**src/design/lgbs_pkg.sv**
```systemverilog
// Shared types and constants of the light grid bilinear sampler.
// No dependencies; imported by lgbs_cfg, lgbs_cell, the top level and the testbench.
`default_nettype none

package lgbs_pkg;

    // APB register map: four 32-bit registers at byte offsets 0, 4, 8, 12
    localparam int CFG_AW = 4;
    localparam int CFG_DW = 32;

    typedef enum logic [1:0] {
        REG_GRID_WIDTH   = 2'd0,
        REG_GRID_HEIGHT  = 2'd1,
        REG_STEADY_GAIN  = 2'd2,
        REG_FAILING_GAIN = 2'd3
    } t_reg_idx;

    // Item operation codes
    localparam logic OP_WRITE  = 1'b0;
    localparam logic OP_SAMPLE = 1'b1;

    // Register reset values: 64 x 64 map, unity gains (Q2.14)
    localparam logic [6:0]  GRID_DIM_RESET = 7'd64;
    localparam logic [15:0] GAIN_RESET     = 16'd16384;

    // Fixed-point constants
    localparam logic [14:0] POS_HALF_CELL = 15'd128;     // 0.5 cell in Q7.8
    localparam logic [15:0] LIGHT_FULL    = 16'd32768;   // 1.0 in Q1.15
    localparam int          SUM_ONE_BIT   = 26;          // 1.0 in the Q6.26 sum
    localparam int          LEVEL_SHIFT   = 11;          // Q6.26 -> Q1.15
    localparam logic [31:0] BLEND_ROUND   = 32'd32768;   // half LSB of the blend

    typedef struct packed {
        logic [6:0]  grid_width;
        logic [6:0]  grid_height;
        logic [15:0] steady_gain;
        logic [15:0] failing_gain;
    } t_cfg;

endpackage

`default_nettype wire

```
**src/design/lgbs_cell.sv**
```systemverilog
// Cell value lane: steady and failing levels times their gains, clamped to 1.0.
// Two register stages (products, then clamped Q1.15 value); uses lgbs_pkg.
`default_nettype none

module lgbs_cell (
    input  wire logic        i_clk,
    input  wire logic        i_en,
    input  wire logic [15:0] i_steady,
    input  wire logic [15:0] i_failing,
    input  wire logic [15:0] i_steady_gain,
    input  wire logic [15:0] i_failing_gain,
    output logic      [15:0] o_value
);
    import lgbs_pkg::*;

    logic [31:0] r_prod_s;
    logic [31:0] r_prod_f;
    logic [32:0] sum;
    logic [15:0] n_value;
    logic [15:0] r_value;

    // Clamp the Q6.26 sum at 1.0, else drop to Q1.15
    assign sum     = {1'b0, r_prod_s} + {1'b0, r_prod_f};
    assign n_value = (|sum[32:SUM_ONE_BIT]) ? LIGHT_FULL
                                            : sum[LEVEL_SHIFT+15:LEVEL_SHIFT];

    always_ff @(posedge i_clk) begin
        if (i_en) begin
            r_prod_s <= {16'd0, i_steady} * {16'd0, i_steady_gain};
            r_prod_f <= {16'd0, i_failing} * {16'd0, i_failing_gain};
            r_value  <= n_value;
        end
    end

    assign o_value = r_value;

endmodule

`default_nettype wire

```
**config.mk**
```make
export PLATFORM = sky130hd
export DESIGN_NAME = lgbs_cell
export DESIGN_NICKNAME = d
export VERILOG_FILES = /design/src/design/lgbs_pkg.sv /design/src/design/lgbs_cell.sv
export SDC_FILE = /design/constraint.sdc
export NUM_CORES = 1
export LEC_CHECK = 0
export BUFFER_PORTS_ARGS = -buffer_cell sky130_fd_sc_hd__buf_2
export CORE_UTILIZATION = 35
export CTS_CLUSTER_SIZE = 24
export DETAILED_ROUTE_END_ITERATION = 10
export SLEW_MARGIN = 20
export SYNTH_ARGS = -nofsm -noshare
export SYNTH_HDL_FRONTEND = slang
export SYNTH_SLANG_ARGS = --single-unit
```
**constraint.sdc**
```tcl
create_clock -name i_clk -period 7.7 [get_ports i_clk]
set_input_delay 1.925 -clock i_clk [delete_from_list [all_inputs] [get_ports i_clk]]
set_output_delay 1.925 -clock i_clk [all_outputs]
set_load 0.05 [all_outputs]
```
* Word-level counts from Yosys, hierarchy flattened
Index checks and enable logic that the tools add are counted.
** Word-level totals
- Bits in registers :: 80
- Latch bits :: 0
- Bits in writable memories :: 0
- Bits in read-only memories :: 0
- Input port bits :: 66
- Output and inout port bits :: 16
- Word-level logic and storage cells :: 7
- Memories :: 0
** Operators by class
- Add/sub/neg operators :: 1
- Multipliers :: 2
- Div/mod/pow operators :: 0
- Order comparisons :: 0
- Equal/unequal tests :: 0
- Shift operators :: 0
- Mux-type cells :: 0
- Bitwise logic cells :: 0
- Reduce and logical (&&, ||, !) cells :: 1
** Operator list (number)
- multiplier 16 x 16 -> 32 bit :: 2
- adder 32 x 32 -> 33 bit :: 1
- OR reduction 7 bit :: 1

* Depth between registers and ports, before layout
- Depth in word-level cells :: 2
- Mapped depth :: 23
- Mapped depth without buffers :: 22

* Least setup slack after synthesis
No wires, ideal clock.
- Kind :: input -> register
- From :: in i_steady[10]
- To :: reg r_prod_s[30] (data pin)
- Setup time :: 0.258 ns
- Arrival time :: 7.404 ns
- Data required time :: 7.442 ns
- Slack :: 0.038 ns
- Stages on the path :: 21
- Buffers on the path :: 1
- Path through :: clkbuf_1 -> nand2_1 -> fa_1 -> fa_1 -> fa_1 -> fa_1 -> inv_1 -> fa_1 -> inv_1 -> fa_1 -> inv_1 -> ha_1 -> a21o_1 -> or4_4 -> o2111ai_2 -> nand3_2 -> a31oi_2 -> a21oi_2 -> a211o_1 -> a31oi_1 -> xnor2_1
** On the way
- Cells in the longest elaborated chain, start to end :: 1
** RTL lines
- start, declared :: line lgbs_cell.sv:8 : input wire logic [15:0] i_steady,
- multiplier 16 x 16 -> 32 bit :: line lgbs_cell.sv:29 : r_prod_s <= {16'd0, i_steady} * {16'd0, i_steady_gain};
- end signal, assigned :: line lgbs_cell.sv:29
- end, declared :: line lgbs_cell.sv:16 : logic [31:0] r_prod_s;
Every way passes these cells.
A chain may end at the register's enable or synchronous reset.

* Final worst setup path
- From :: in i_steady_gain[1]
- To :: reg r_prod_s[30] (data pin)
** On the way
- Cells in the longest elaborated chain, start to end :: 1
** RTL lines
- start, declared :: line lgbs_cell.sv:10 : input wire logic [15:0] i_steady_gain,
- multiplier 16 x 16 -> 32 bit :: line lgbs_cell.sv:29
Every way passes these cells.

==> impl_metrics.csv <==
group,metric,value,unit
status,status,"complete, no violations",
synthesis,synth_edf_count,80,
timing,post-route-min-period,7.550,ns
synthesis,ys_types,59,
die,core-area,57810,um^2
critical_path,r2r_start,"r_prod_s[5]$_DFFE_PP_",
finish,antenna_cells,0,
timing,worstMarginPinSlew,1.026,ns
die,row_count,88,
global_routing,gr-total-overflow,0,
cts,root_buffer,"clkbuf_16",
synthesis,syn_area,20510,um^2
route,drc,0,
critical_path,worst_r2r_path_depth,10,
route,vias,15210,
finish,num-fill-cells,5751,
global_routing,grt_pass1_vias,16490,
min_path,min_to,"o_value[3]$_SDFFCE_PP0P_",
critical_path,path_cells,"buf_2 > nand2_1 > fa_1 > fa_1 > fa_1 > fa_1 > inv_1 > fa_1 > inv_1 > fa_1 > inv_1 > ha_1 > a21o_1 > or4_4 > o2111ai_4 > nand3_2 > a31oi_4 > a21oi_2 > a211o_1 > a31oi_2 > xnor2_1",
timing,min_period_over_period,0.9805,
synthesis,synth_ff_type,"edfxtp_1",
critical_path,critPathSlowestCell,"fa_1",
critical_path,critical-path-top-delay-family,"adder cells",
timing,fmax,0.1324,GHz
timing,setup_violations,0,
finish,syn_to_final_growth,12.01,%
finish,seqCellArea,2402,um^2
die,io_pins,82,
synthesis,synthSimpleGateAreaFrac,0.1660,
cts,post_cts_buffers,0,
synthesis,synth_xor_area_frac,0.02947,
synthesis,synth-seq-cells,80,
synthesis,yosys_warnings,0,
synthesis,syn_area_per_cell,9.325,um^2
global_routing,antenna_found_initial,0,
cts,clk_latency,0.34,ns
critical_path,crit_buf_inv,4,
timing,hold_violations,0,
cts,cts_buffers,9,
cts,post_cts_resized,0,
die,die_y,244.1,um
critical_path,crit_path_frequent_cell,"fa_1",
cts,clock-sinks,80,
cts,ctsHoldBuffers,0,
min_path,hold_path.class,"flip-flop to flip-flop",
critical_path,rr_endpoint,"o_value[7]$_SDFFCE_PP0P_",
route,totalWireLength,46920,um
placement,place.detailed.hpwl,40690,um
critical_path,cp_data_required_time,7.79,ns
timing,grt_setup_unrepaired,"yes",
synthesis,synth_top_family_by_area,"adder cells",
synthesis,synth_nets,2892,
finish,nNetsFinal,3045,
finish,layout_common_cells,"inv_1 (466), fa_1 (387), nand2_1 (301)",
cts,clock_path_buffers,2,
placement,io_buffers,81,
finish,drive_above_1_share,0.1044,
critical_path,worstPathArrival,7.64,ns
min_path,whs_path_depth,3,
critical_path,crit_path_start_kind,"input port",
timing,finalSetupTns,0,ns
timing,slew_headroom,0.3160,
die,die_area,59560,um^2
finish,layout_commonest_cell,"inv_1",
min_path,min_from,"r_prod_f[14]$_DFFE_PP_",
route,drt_first_pass_iters,7,
finish,multi_input_area,16140,um^2
cts,path_clk_slew,0.06,ns
timing,skew,0.007314,ns
critical_path,critPathMaxFanout,5,
synthesis,netlist_instances,2199,
route,wire_per_inst,15.03,um
global_routing,track_usage,0.1662,
critical_path,path_class,"input port to flip-flop",
route,viasPerCell,4.874,
route,ant_nets,0,
synthesis,yosys.area_share.adder,0.5246,
run,drv_cap,0,
synthesis,synthArstFlopShare,0,
global_routing,grt_pass1_wl,80740,um
cts,htree_num_levels,3,
synthesis,synth_compound_area_frac,0.06303,
die,die_x,244.1,um
timing,slew_viol_final,0,
route,first_iter_violations,655,
die,initial_core_util,0.3547,
synthesis,synthMuxAreaShare,0.001464,
critical_path,rrSetupSlack,3.87,ns
critical_path,cp-startpoint,"i_steady_gain[1]",
cts,cts_tree,"built",
critical_path,max_stage_delay,0.57,ns
placement,gp_congestion,0.8774,
global_routing,grt_max_degree,81,
synthesis,seq_area_frac_synth,0.1172,
critical_path,end_kind,"flip-flop",
through the flow:
step | area [um^2] | setup WS (ns) | std cells | util | hold slack [ns]
after floorplan | 20510 | 0.03803 | 2199 | - | 0.7613
after global placement | 22650 | -0.1571 | 3106 | 0.3919 | 0.8654
after detailed placement | 22650 | -0.2702 | 3106 | 0.3919 | 0.8762
after CTS | 22920 | 0.09755 | 3121 | 0.3964 | 0.8891
after global routing | 22970 | -0.05241 | 3121 | 0.3973 | 0.9303
final | 22970 | 0.1499 | 3121 | 0.3973 | 0.8819
cell families after synthesis:
family                   Yosys count
buffers and inverters            536
AND/OR/NAND/NOR                  685
XOR/XNOR                          69
adder cells (fa/ha/maj)          627
flip-flops                        80
multiplexers                       3
AO/OA/AOI/OAI                    199
final cells by class:
class | instances | share of cell area
timing repair buffer | 212 | 0.06341
multi-input combinational | 1583 | 0.7027
inverter | 466 | 0.07616
clock buffer | 10 | 0.009969
sequential | 80 | 0.1046
clock inverter | 5 | 0.001525
tap | 765 | 0.04167
flip-flops by register name, summed over array words and instances (netlist names):
register,flops
o_value,16
r_prod_f,32
r_prod_s,32
synth_stat cells (2+ instances only):
master | number | area, um^2
or2_2 | 3 | 18.77
clkbuf_1 | 67 | 251.5
a21oi_1 | 55 | 275.3
fa_1 | 388 | 7767
a31oi_1 | 9 | 56.30
o21ai_2 | 2 | 17.52
nand3b_1 | 3 | 22.52
mux2i_1 | 3 | 30.03
a211o_1 | 2 | 17.52
nor2b_1 | 9 | 56.30
or3_1 | 5 | 31.28
xnor2_1 | 47 | 411.6
a211oi_1 | 10 | 75.07
edfxtp_1 | 80 | 2402
o2111ai_1 | 3 | 26.28
nand2_1 | 301 | 1130
nor3b_1 | 2 | 15.01
nand3_1 | 15 | 75.07
o2111ai_2 | 2 | 30.03
o21a_1 | 11 | 82.58
ha_1 | 239 | 2990
and2_1 | 243 | 1520
nor4_1 | 5 | 31.28
o21ai_1 | 2 | 10.01
o21ai_0 | 40 | 200.2
nor3_1 | 27 | 135.1
a21o_1 | 27 | 202.7
buf_2 | 2 | 10.01
nand2b_1 | 11 | 68.82
nand4b_1 | 2 | 17.52
o22ai_1 | 2 | 12.51
xor2_1 | 22 | 192.7
o21bai_1 | 9 | 67.56
a21boi_0 | 4 | 30.03
nor2_1 | 40 | 150.1
and3_1 | 7 | 43.79
inv_1 | 466 | 1749
o211ai_1 | 6 | 45.04
nand4_1 | 8 | 50.05
metal layers:
metal | up-vias | GRT usage | share of wire
met4 | 0 | 0.03070 | 0.016
met1 | 7806 | 0.2149 | 0.44
met2 | 268 | 0.2979 | 0.51
met5 | - | 0 | 0
li1 | 7076 | - | -
met3 | 62 | 0.02052 | 0.032
worst max-delay path by stage:
stage | endpoint | depth (start not counted) | slack, ns
after global routing | r_prod_s[30]$_DFFE_PP_ | 21 | -0.05
after floorplan | r_prod_s[30]$_DFFE_PP_ | 21 | 0.04
after detailed placement | r_prod_s[30]$_DFFE_PP_ | 22 | -0.27
after global placement | r_prod_s[30]$_DFFE_PP_ | 22 | -0.16
after CTS | r_prod_s[30]$_DFFE_PP_ | 22 | 0.1
final | r_prod_s[30]$_DFFE_PP_ | 21 | 0.15
worst reg2reg max path: stages (launching register included):
cell and delay [ns]:
edfxtp_1 0.39, ha_1 0.36, a211oi_1 0.27, o21bai_1 0.11
a211oi_1 0.27, o21a_1 0.27, o21ai_2 0.12, o21ai_1 0.26
mux2i_1 0.26, o2111ai_2 0.47, nor4_1 0.78
Power is left out: the tool's default activity adds up to more than one toggle a clock period on the data nets, which glitch-free logic cannot reach.
