**config.mk**
```make
export PLATFORM = sky130hd
export DESIGN_NAME = lgbs_cfg
export DESIGN_NICKNAME = d
export VERILOG_FILES = /design/src/design/lgbs_pkg.sv /design/src/design/lgbs_cfg.sv
export SDC_FILE = /design/constraint.sdc
export NUM_CORES = 1
export LEC_CHECK = 0
export ABC_AREA = 0
export BUFFER_PORTS_ARGS = -buffer_cell sky130_fd_sc_hd__buf_4
export CAP_MARGIN = 20
export CORE_MARGIN = 3
export CORE_UTILIZATION = 35
export DETAILED_ROUTE_END_ITERATION = 8
export PLACE_DENSITY = 0.72
export SKIP_LAST_GASP = 1
export SLEW_MARGIN = 5
export SYNTH_ARGS = -nofsm -noshare
export SYNTH_HDL_FRONTEND = slang
export SYNTH_SLANG_ARGS = --single-unit
```
**constraint.sdc**
```tcl
create_clock -name i_clk -period 1.7 [get_ports i_clk]
set_clock_uncertainty 0.2 [all_clocks]
set_input_delay 0.17 -clock i_clk [delete_from_list [all_inputs] [get_ports i_clk]]
set_output_delay 0.17 -clock i_clk [all_outputs]
set_load 0.05 [all_outputs]
```
**src/design/lgbs_pkg.sv**
```systemverilog
// Shared types and constants of the light grid bilinear sampler.
// No dependencies; imported by lgbs_cfg, lgbs_cell, the top level and the testbench.
`default_nettype none

package lgbs_pkg;

    // APB register map: four 32-bit registers at byte offsets 0, 4, 8, 12
    localparam int CFG_AW = 4;
    localparam int CFG_DW = 32;

    typedef enum logic [1:0] {
        REG_GRID_WIDTH   = 2'd0,
        REG_GRID_HEIGHT  = 2'd1,
        REG_STEADY_GAIN  = 2'd2,
        REG_FAILING_GAIN = 2'd3
    } t_reg_idx;

    // Item operation codes
    localparam logic OP_WRITE  = 1'b0;
    localparam logic OP_SAMPLE = 1'b1;

    // Register reset values: 64 x 64 map, unity gains (Q2.14)
    localparam logic [6:0]  GRID_DIM_RESET = 7'd64;
    localparam logic [15:0] GAIN_RESET     = 16'd16384;

    // Fixed-point constants
    localparam logic [14:0] POS_HALF_CELL = 15'd128;     // 0.5 cell in Q7.8
    localparam logic [15:0] LIGHT_FULL    = 16'd32768;   // 1.0 in Q1.15
    localparam int          SUM_ONE_BIT   = 26;          // 1.0 in the Q6.26 sum
    localparam int          LEVEL_SHIFT   = 11;          // Q6.26 -> Q1.15
    localparam logic [31:0] BLEND_ROUND   = 32'd32768;   // half LSB of the blend

    typedef struct packed {
        logic [6:0]  grid_width;
        logic [6:0]  grid_height;
        logic [15:0] steady_gain;
        logic [15:0] failing_gain;
    } t_cfg;

endpackage

`default_nettype wire

```
**src/design/lgbs_cfg.sv**
```systemverilog
// APB configuration registers of the light grid sampler.
// Depends on lgbs_pkg for the register map and reset values.
`default_nettype none

module lgbs_cfg (
    input  wire logic                        i_clk,
    input  wire logic                        i_rst_n,
    input  wire logic                        psel,
    input  wire logic                        penable,
    input  wire logic                        pwrite,
    input  wire logic [lgbs_pkg::CFG_AW-1:0] paddr,
    input  wire logic [lgbs_pkg::CFG_DW-1:0] pwdata,
    output logic      [lgbs_pkg::CFG_DW-1:0] prdata,
    output logic                             pready,
    output lgbs_pkg::t_cfg                   o_cfg
);
    import lgbs_pkg::*;

    t_cfg     r_cfg;
    t_reg_idx reg_sel;
    logic     wr_en;

    assign reg_sel = t_reg_idx'(paddr[CFG_AW-1:2]);
    assign wr_en   = psel & penable & pwrite;
    assign pready  = 1'b1;
    assign o_cfg   = r_cfg;

    // Write registers on the access phase of a write transfer
    always_ff @(posedge i_clk) begin
        if (!i_rst_n) begin
            r_cfg.grid_width   <= GRID_DIM_RESET;
            r_cfg.grid_height  <= GRID_DIM_RESET;
            r_cfg.steady_gain  <= GAIN_RESET;
            r_cfg.failing_gain <= GAIN_RESET;
        end else if (wr_en) begin
            unique case (reg_sel)
                REG_GRID_WIDTH:   r_cfg.grid_width   <= pwdata[6:0];
                REG_GRID_HEIGHT:  r_cfg.grid_height  <= pwdata[6:0];
                REG_STEADY_GAIN:  r_cfg.steady_gain  <= pwdata[15:0];
                REG_FAILING_GAIN: r_cfg.failing_gain <= pwdata[15:0];
                default: ;
            endcase
        end
    end

    // Read back the selected register
    always_comb begin
        unique case (reg_sel)
            REG_GRID_WIDTH:   prdata = {25'd0, r_cfg.grid_width};
            REG_GRID_HEIGHT:  prdata = {25'd0, r_cfg.grid_height};
            REG_STEADY_GAIN:  prdata = {16'd0, r_cfg.steady_gain};
            REG_FAILING_GAIN: prdata = {16'd0, r_cfg.failing_gain};
            default:          prdata = '0;
        endcase
    end

endmodule

`default_nettype wire

```
[Word-level counts from Yosys, hierarchy flattened]
Index checks and enable logic that the tools add are counted.
Word-level totals
  register bits: 46
  output and inout bits: 79
Cells by class
  bitwise operators: 2
  reductions and logical operators: 5
  muxes and demuxes: 1
  equal/unequal tests: 3
Operators with widths (count)
  32-bit one-hot mux with 4 select lines: 1
  2-bit AND reduction: 4
  2-bit == test, second input constant: 2
  1-bit AND: 2
  2-bit by 1-bit == test with 1-bit output, second input constant: 1
  2-bit logical NOT: 1

[Logic depth before layout (Yosys ltp)]
Gate-level depths: netlist of run 1.
  word-level depth: 3
  gate-level depth with buffers: 5
  depth with buffers taken out: 3

[Least setup slack after synthesis of run 1]
Ideal clock, no wire load.
  path kind: register to output
  from: register r_cfg, in the netlist o_cfg[14]
  to: output prdata[14] (netlist name)
  buffers on the path: 0
  arrival: 1.488 ns
  data required time: 1.330 ns
  slack: -0.158 ns
  cell stages (with the launch flop): 3
  cell sequence: dfxtp_1 mux2i_1 nor2b_1
Between the ends
  word-level cells in the longest chain between the ends: 1
RTL lines
  start: declaration: line lgbs_cfg.sv:19  | t_cfg r_cfg;
  32-bit one-hot mux with 4 select lines: line lgbs_cfg.sv:48  | unique case (reg_sel)
  end: declaration: line lgbs_cfg.sv:13  | output logic [lgbs_pkg::CFG_DW-1:0] prdata,
No other way between the ends. The select of a mux whose other input is x is not followed.

[Worst setup path after layout of run 1]
  from: register r_cfg, in the netlist o_cfg[4]
  to: output prdata[4] (netlist name)
Same word-level chain as after synthesis.

==> results.md, run 1 <==
* Routed wire length per instance at 14.34 µm
* WL final at ~5.6 mm
* CTS buffer count at 5
* Initial Util at a little under two fifths
* Core Util, Final at 51.87%
* CP Max Fanout at 3
* First-pass GRT wire length at 8.825 mm
* Crit path DAT at 1.32 ns
* I/O pin count at 120
* Post-Syn Instances at 220
* Synthesized area per cell at 10.09 µm²
* Via count of the routed design at 1806
* Critical Path RT at 1.33 ns
* DRC at 0
* CTS clk-pin slew, worst paths at 0.09 ns
* Max reg flops at 46
* Ranking of synthesized cells by area: dfxtp_1, mux2i_1, nand2_1
* Fmax achieved at slightly below 600 MHz
* Clock Tree Root: clkbuf_8
* Worst setup EP type: primary output
* Yosys cell types at 15
* Unrepaired setup endpoints after global routing: true
* Worst-path cell chain: mux4_2 > buf_8
* Kind of critical path: flip-flop to primary output
* Pwr Density at 697.2 nW/µm²
* Initial antenna violation count at 0
* Min-Delay Path Depth at 3
* Input/output buffers at 84
* Worst Hold End: o_cfg[37]$_SDFFE_PN0P_
* Worst setup margin at 0.01382 ns
* CP max-delay cell: mux4_2
* Setup slack at placement at 0.1527 ns
* GRT overflow at 0
* Final period util at 99.19%
* FF-to-FF setup slack at 0.86 ns
* CTS tree: built
* Die ar. at about 7300 µm²
* R2R cell count at 2
* WHS at 0.008034 ns
* Clk pwr share at 31.8%
* Outcome: finished, final reports clean
* Fillers at 589
* Leakage at 1.496 nW
* Share of cells above drive strength 1 at 39.43%
* Area grow syn2layout at 40.81%
* Post-synth top area share at between 40% and 50%
* Crit path time final at approximately 1.7 ns
* DR pass1 iterations at 4
* Internal power at roughly 1.5 mW
* Area leader, netlist: dfxtp_1
* Critical path's largest stage delay at 0.51 ns
* R2R Path Start: o_cfg[35]$_SDFFE_PN0P_
* Syn. warnings at 0
* Bufs on Longest Clock Path at 2
* #FFs+latches synth at 46
* Final Hold Fails at 0
* Most frequent cells in the layout: buf_4, nand2_1, mux2i_1, dfxtp_1, conb_1
* Hold WC Path Type: input port to flip-flop
* Largest net degree at the start of global routing at 30
* Hold_sp: pwdata[5]
* Nets at 357
* Clock Latency Late Sink at 0.29 ns
* Final Max Slew Viols at 0
* Die height at approximately 86 µm
* DRT iter0 DRCs at 51
* Switching power at between 0.6 and 0.7 mW
* Max_cap viols at 0
* Setup violations, final at 0
* Num rows at 28
* Mapped Area at 2220 µm²
* Crit path launch type: flip-flop
* Clk sinks at 46
* Worst IR Drop VDD at around 340 µV
* Antenna Violating Nets Remaining at 0
* Core ar. at 6026 µm²
* Sequential power share at 50.5%
* Vias in the first global route at 1741
* Gpl congestion at 0.7776
* Comb power frac at ~18%
* GRT Resource Usage Total at about 15%
* Reg-to-reg critical path endpoint: o_cfg[35]$_SDFFE_PN0P_
* Switching part of the total at 28.97%
* H-tree depth at 2
* HPWL after detailed placement at 3.963 mm
* N_diodes at 0
* Die span in x at 85.64 µm
* Most common cell after layout, fill and taps aside: buf_4
* Vias per Instance at ~4.6
* Sequential area share after synthesis at 41.49%
-- critical path: cells and delay by family, from the launching register on --
kind	cells	cell delay (ns)
flops	1	0.34
buf+inv	1	0.17
mux	1	0.51
-- cells by family (layout without fill, tap and decap cells) --
logic type             count (synthesis)  count (layout)  share of synthesized area [%]
flip-flops                            46              46                          41.49
multiplexers                          62              62                          31.91
AND/OR/NAND/NOR                       77              77                          15.90
other                                  2              17                         0.3383
buffers and inverters                 33             115                          10.37
-- final cells by class --
class / count / area (µm²) / share of cell area, %
Clock inverter: 2 / 12.51 / 0.4003
Multi-Input combinational cell: 156 / 1152 / 36.87
Timing Repair Buffer: 107 / 860.8 / 27.54
Sequential cell: 46 / 923.4 / 29.54
Clock buffer: 6 / 82.58 / 2.642
Tap cell: 75 / 93.84 / 3.002
-- per-stage QoR --
| step | cells | total power, mW | cell area [µm²] | setup TNS (ns) |
|---|---|---|---|---|
| final | 392 | 2.179 | 3126 | 0 |
| after global routing | 392 | 2.265 | 3126 | -0.02624 |
| after CTS | 391 | 2.199 | 3089 | 0 |
| after detailed placement | 372 | 1.488 | 2880 | 0 |
| after global placement | 372 | 1.485 | 2880 | 0 |
| after floorplan | 235 | 1.419 | 2298 | 0 |
-- synthesized netlist by cell type --
cell and number:
nand2_1 57, conb_1 2, clkbuf_1 7, nor3b_1 1
buf_2 4, nor2b_1 15, dfxtp_1 46, buf_6 5
mux4_2 7, and3_4 1, and3b_1 1, mux2i_1 55
nand3b_1 1, nand3_2 1, buf_4 17
-- metal layers --
metal / share of wire (%) / track usage [%] / up-vias
met5: 0 / 0 / -
met4: 0.78 / 3.453 / 0
met3: 7.0 / 4.707 / 5
met2: 48 / 25.28 / 61
met1: 44 / 19.23 / 851
li1: - / - / 889
-- power groups by stage --
stage               registers [mW]  clock network [mW]  logic (mW)
global placement              1.13                   0       0.359
detailed placement            1.13                   0       0.361
global route                  1.10               0.755       0.406
floorplan                     1.17                   0       0.245
CTS                           1.10               0.716       0.382
finish                        1.10               0.693       0.384
-- worst max path at each step --
stage                      startpoint          to  cells past startpoint
2_1_floorplan  o_cfg[14]$_SDFFE_PN1P_  prdata[14]                      2
3_3_place_gp                 paddr[3]   prdata[4]                      3
3_5_place_dp                 paddr[3]   prdata[4]                      3
4_1_cts         o_cfg[3]$_SDFFE_PN0P_   prdata[3]                      2
5_1_grt         o_cfg[4]$_SDFFE_PN0P_   prdata[4]                      2
6_report        o_cfg[4]$_SDFFE_PN0P_   prdata[4]                      2
-- what timing repair did --
action	in CTS	in global routing
setup endpoints to repair	1	7
hold buffers	11	0
setup buffers	0	1
endpoints found under the hold margin	23	0
gates resized for setup	1	9
gates cloned	0	0
Power figures use the tool's default switching activity.
==> run 2, diff against run 1 <==
- CORE_ASPECT_RATIO: unset -> 1.25
- MAX_ROUTING_LAYER: unset -> met4
==> results.md, run 2 (same netlist as run 1, synthesis figures left out) <==
* Worst IR Drop VDD at 407.4 µV (was 344.4 µV)
* Worst Hold End: o_cfg[34]$_SDFFE_PN0P_ (was o_cfg[37]$_SDFFE_PN0P_)
* Crit-path leading delay family: multiplexers (unchanged)
* CTS tree: built (unchanged)
* Die span in x at 77.23 µm (was 85.64 µm)
* First-pass GRT wire length at 8.997 mm (was 8.825 mm)
* Unrepaired setup endpoints after global routing: true (unchanged)
* Clock Latency Late Sink at 0.30 ns (was 0.29 ns)
* Largest net degree at the start of global routing at 31 (was 30)
* Initial antenna violation count at 0 (unchanged)
* DRT iter0 DRCs at 34 (was 51)
* R2R Path Start: o_cfg[39]$_SDFFE_PN0P_ (was o_cfg[35]$_SDFFE_PN0P_)
* H-tree depth at 2 (unchanged)
* WL final at 5.522 mm (was 5.622 mm)
* Area grow syn2layout at 40.53% (was 40.81%)
* Core ar. at 5973 µm² (was 6026 µm²)
* Hold_sp: pwdata[2] (was pwdata[5])
* Fmax achieved at 607.0 MHz (was 593.1 MHz)
* Kind of critical path: flip-flop to primary output (unchanged)
* CP max-delay cell: mux4_2 (unchanged)
* Outcome: finished, final reports clean (unchanged)
* Crit path launch type: flip-flop (unchanged)
* R2R cell count at 2 (unchanged)
* Most frequent cells in the layout: buf_4, nand2_1, mux2i_1, dfxtp_1, conb_1 (unchanged)
* Final Max Slew Viols at 0 (unchanged)
* Max reg flops at 46 (unchanged)
* Vias per Instance at 4.525 (was 4.607)
* Bufs on Longest Clock Path at 2 (unchanged)
* Die ar. at 7340 µm² (was 7333 µm²)
* DRC at 0 (unchanged)
* Initial Util at 37.16% (was 36.84%)
* Critical Path RT at 1.33 ns (about the same)
* Worst Path Buf+Inv at 1 (unchanged)
* Setup violations, final at 0 (unchanged)
* FF-to-FF setup slack at 0.85 ns (was 0.86 ns)
* Multi-input logic area at 1152 µm² (unchanged)
* Crit path DAT at 1.28 ns (was 1.32 ns)
* Reg-to-reg critical path endpoint: o_cfg[39]$_SDFFE_PN0P_ (was o_cfg[35]$_SDFFE_PN0P_)
* Via count of the routed design at 1792 (was 1806)
* Vias in the first global route at 1821 (was 1741)
* Clk sinks at 46 (unchanged)
* Clock Tree Root: clkbuf_8 (unchanged)
* CTS clk-pin slew, worst paths at 0.08 ns (was 0.09 ns)
* Pwr Density at 731.4 nW/µm² (was 697.2 nW/µm²)
* Num rows at 31 (was 28)
* GRT Resource Usage Total at 16.15% (was 15.16%)
* Setup TNS at 0 ns (unchanged)
* Share of cells above drive strength 1 at 37.90% (was 39.43%)
* HPWL after detailed placement at 3.957 mm (was 3.963 mm)
* Final Hold Fails at 0 (unchanged)
* Min-Delay Path Depth at 3 (unchanged)
* Routed wire length per instance at 13.94 µm (was 14.34 µm)
* Final period util at 96.91% (was 99.19%)
* Antenna Violating Nets Remaining at 0 (unchanged)
* Core Util, Final at 52.22% (was 51.87%)
* Nets at 354 (was 357)
* Gpl congestion at 0.7571 (was 0.7776)
* CP Max Fanout at 3 (unchanged)
* Leakage at 1.489 nW (was 1.496 nW)
* GRT overflow at 0 (unchanged)
* Fillers at 574 (was 589)
* CTS buffer count at 5 (unchanged)
* N_diodes at 0 (unchanged)
* I/O pin count at 120 (unchanged)
* Hold WC Path Type: input port to flip-flop (unchanged)
* Die height at 95.04 µm (was 85.64 µm)
* Worst setup EP type: primary output (unchanged)
* Worst-path cell chain: mux4_2 > buf_4 (was mux4_2 > buf_8)
* Critical path's largest stage delay at 0.46 ns (was 0.51 ns)
* Input/output buffers at 84 (unchanged)
* Crit path time final at 1.647 ns (was 1.686 ns)
* Max_cap viols at 0 (unchanged)
* DR pass1 iterations at 4 (unchanged)
* Most common cell after layout, fill and taps aside: buf_4 (unchanged)
* Register area at 920.9 µm² (was 923.4 µm²)
-- run 2: repair_timing --
| action | in CTS | in global routing |
|---|---|---|
| hold endpoints to repair | 22 | 0 |
| resized for setup | 0 | 5 |
| setup buffers | 0 | 0 |
| setup endpoints to repair | 0 | 5 |
| hold buffers | 10 | 0 |
-- run 2: power breakdown --
part           switching [mW]  internal (mW)  total [mW]
combinational           0.252          0.129       0.381
clock                   0.359          0.440       0.799
sequential             0.0106           1.09        1.10
total                   0.621           1.66        2.28
-- run 2: worst min-delay path, cell delays in order --
cell	delay, ns
buf_4	0.08
nand2_1	0.09
mux2i_1	0.13
-- run 2: how the worst max path moves through the flow --
stage,depth (start not counted),slack [ns],end,start
after global routing,2,-0.002,prdata[5],o_cfg[5]$_SDFFE_PN0P_
after detailed placement,5,0.12,o_cfg[31]$_SDFFE_PN0P_,paddr[3]
after global placement,5,0.15,o_cfg[28]$_SDFFE_PN0P_,paddr[3]
after CTS,2,0.02,prdata[6],o_cfg[6]$_SDFFE_PN0P_
final,2,0.05,prdata[1],o_cfg[1]$_SDFFE_PN0P_
after floorplan,2,0.07,prdata[14],o_cfg[14]$_SDFFE_PN1P_
-- run 2: cell type report --
type / instances / share of cell area [%]
Clock inverter: 1 / 0.9627
Tap cell: 82 / 3.289
Sequential cell: 46 / 29.52
Clock buffer: 7 / 2.447
Timing Repair Buffer: 104 / 26.84
Multi-Input combinational cell: 156 / 36.94
-- run 2: stage by stage --
stage               worst slack (ns)  hold slack [ns]  instances  area, µm²  power [mW]
floorplan                    0.07365           0.1315        235       2298       1.419
global placement              0.1496           0.2347        378       2894       1.487
detailed placement            0.1190           0.2443        378       2894       1.490
CTS                          0.01585        0.0002563        396       3100       2.306
global route               -0.001975          0.01976        396       3119       2.371
finish                       0.05254         0.008757        396       3119       2.281
-- run 2: routing by layer --
layer	GRT usage (%)	part of all wire, %	vias to the layer above
met5	-	0	-
met4	3.561	0.38	0
met3	4.820	6.8	2
met2	28.53	52	63
met1	18.08	41	845
li1	-	-	882
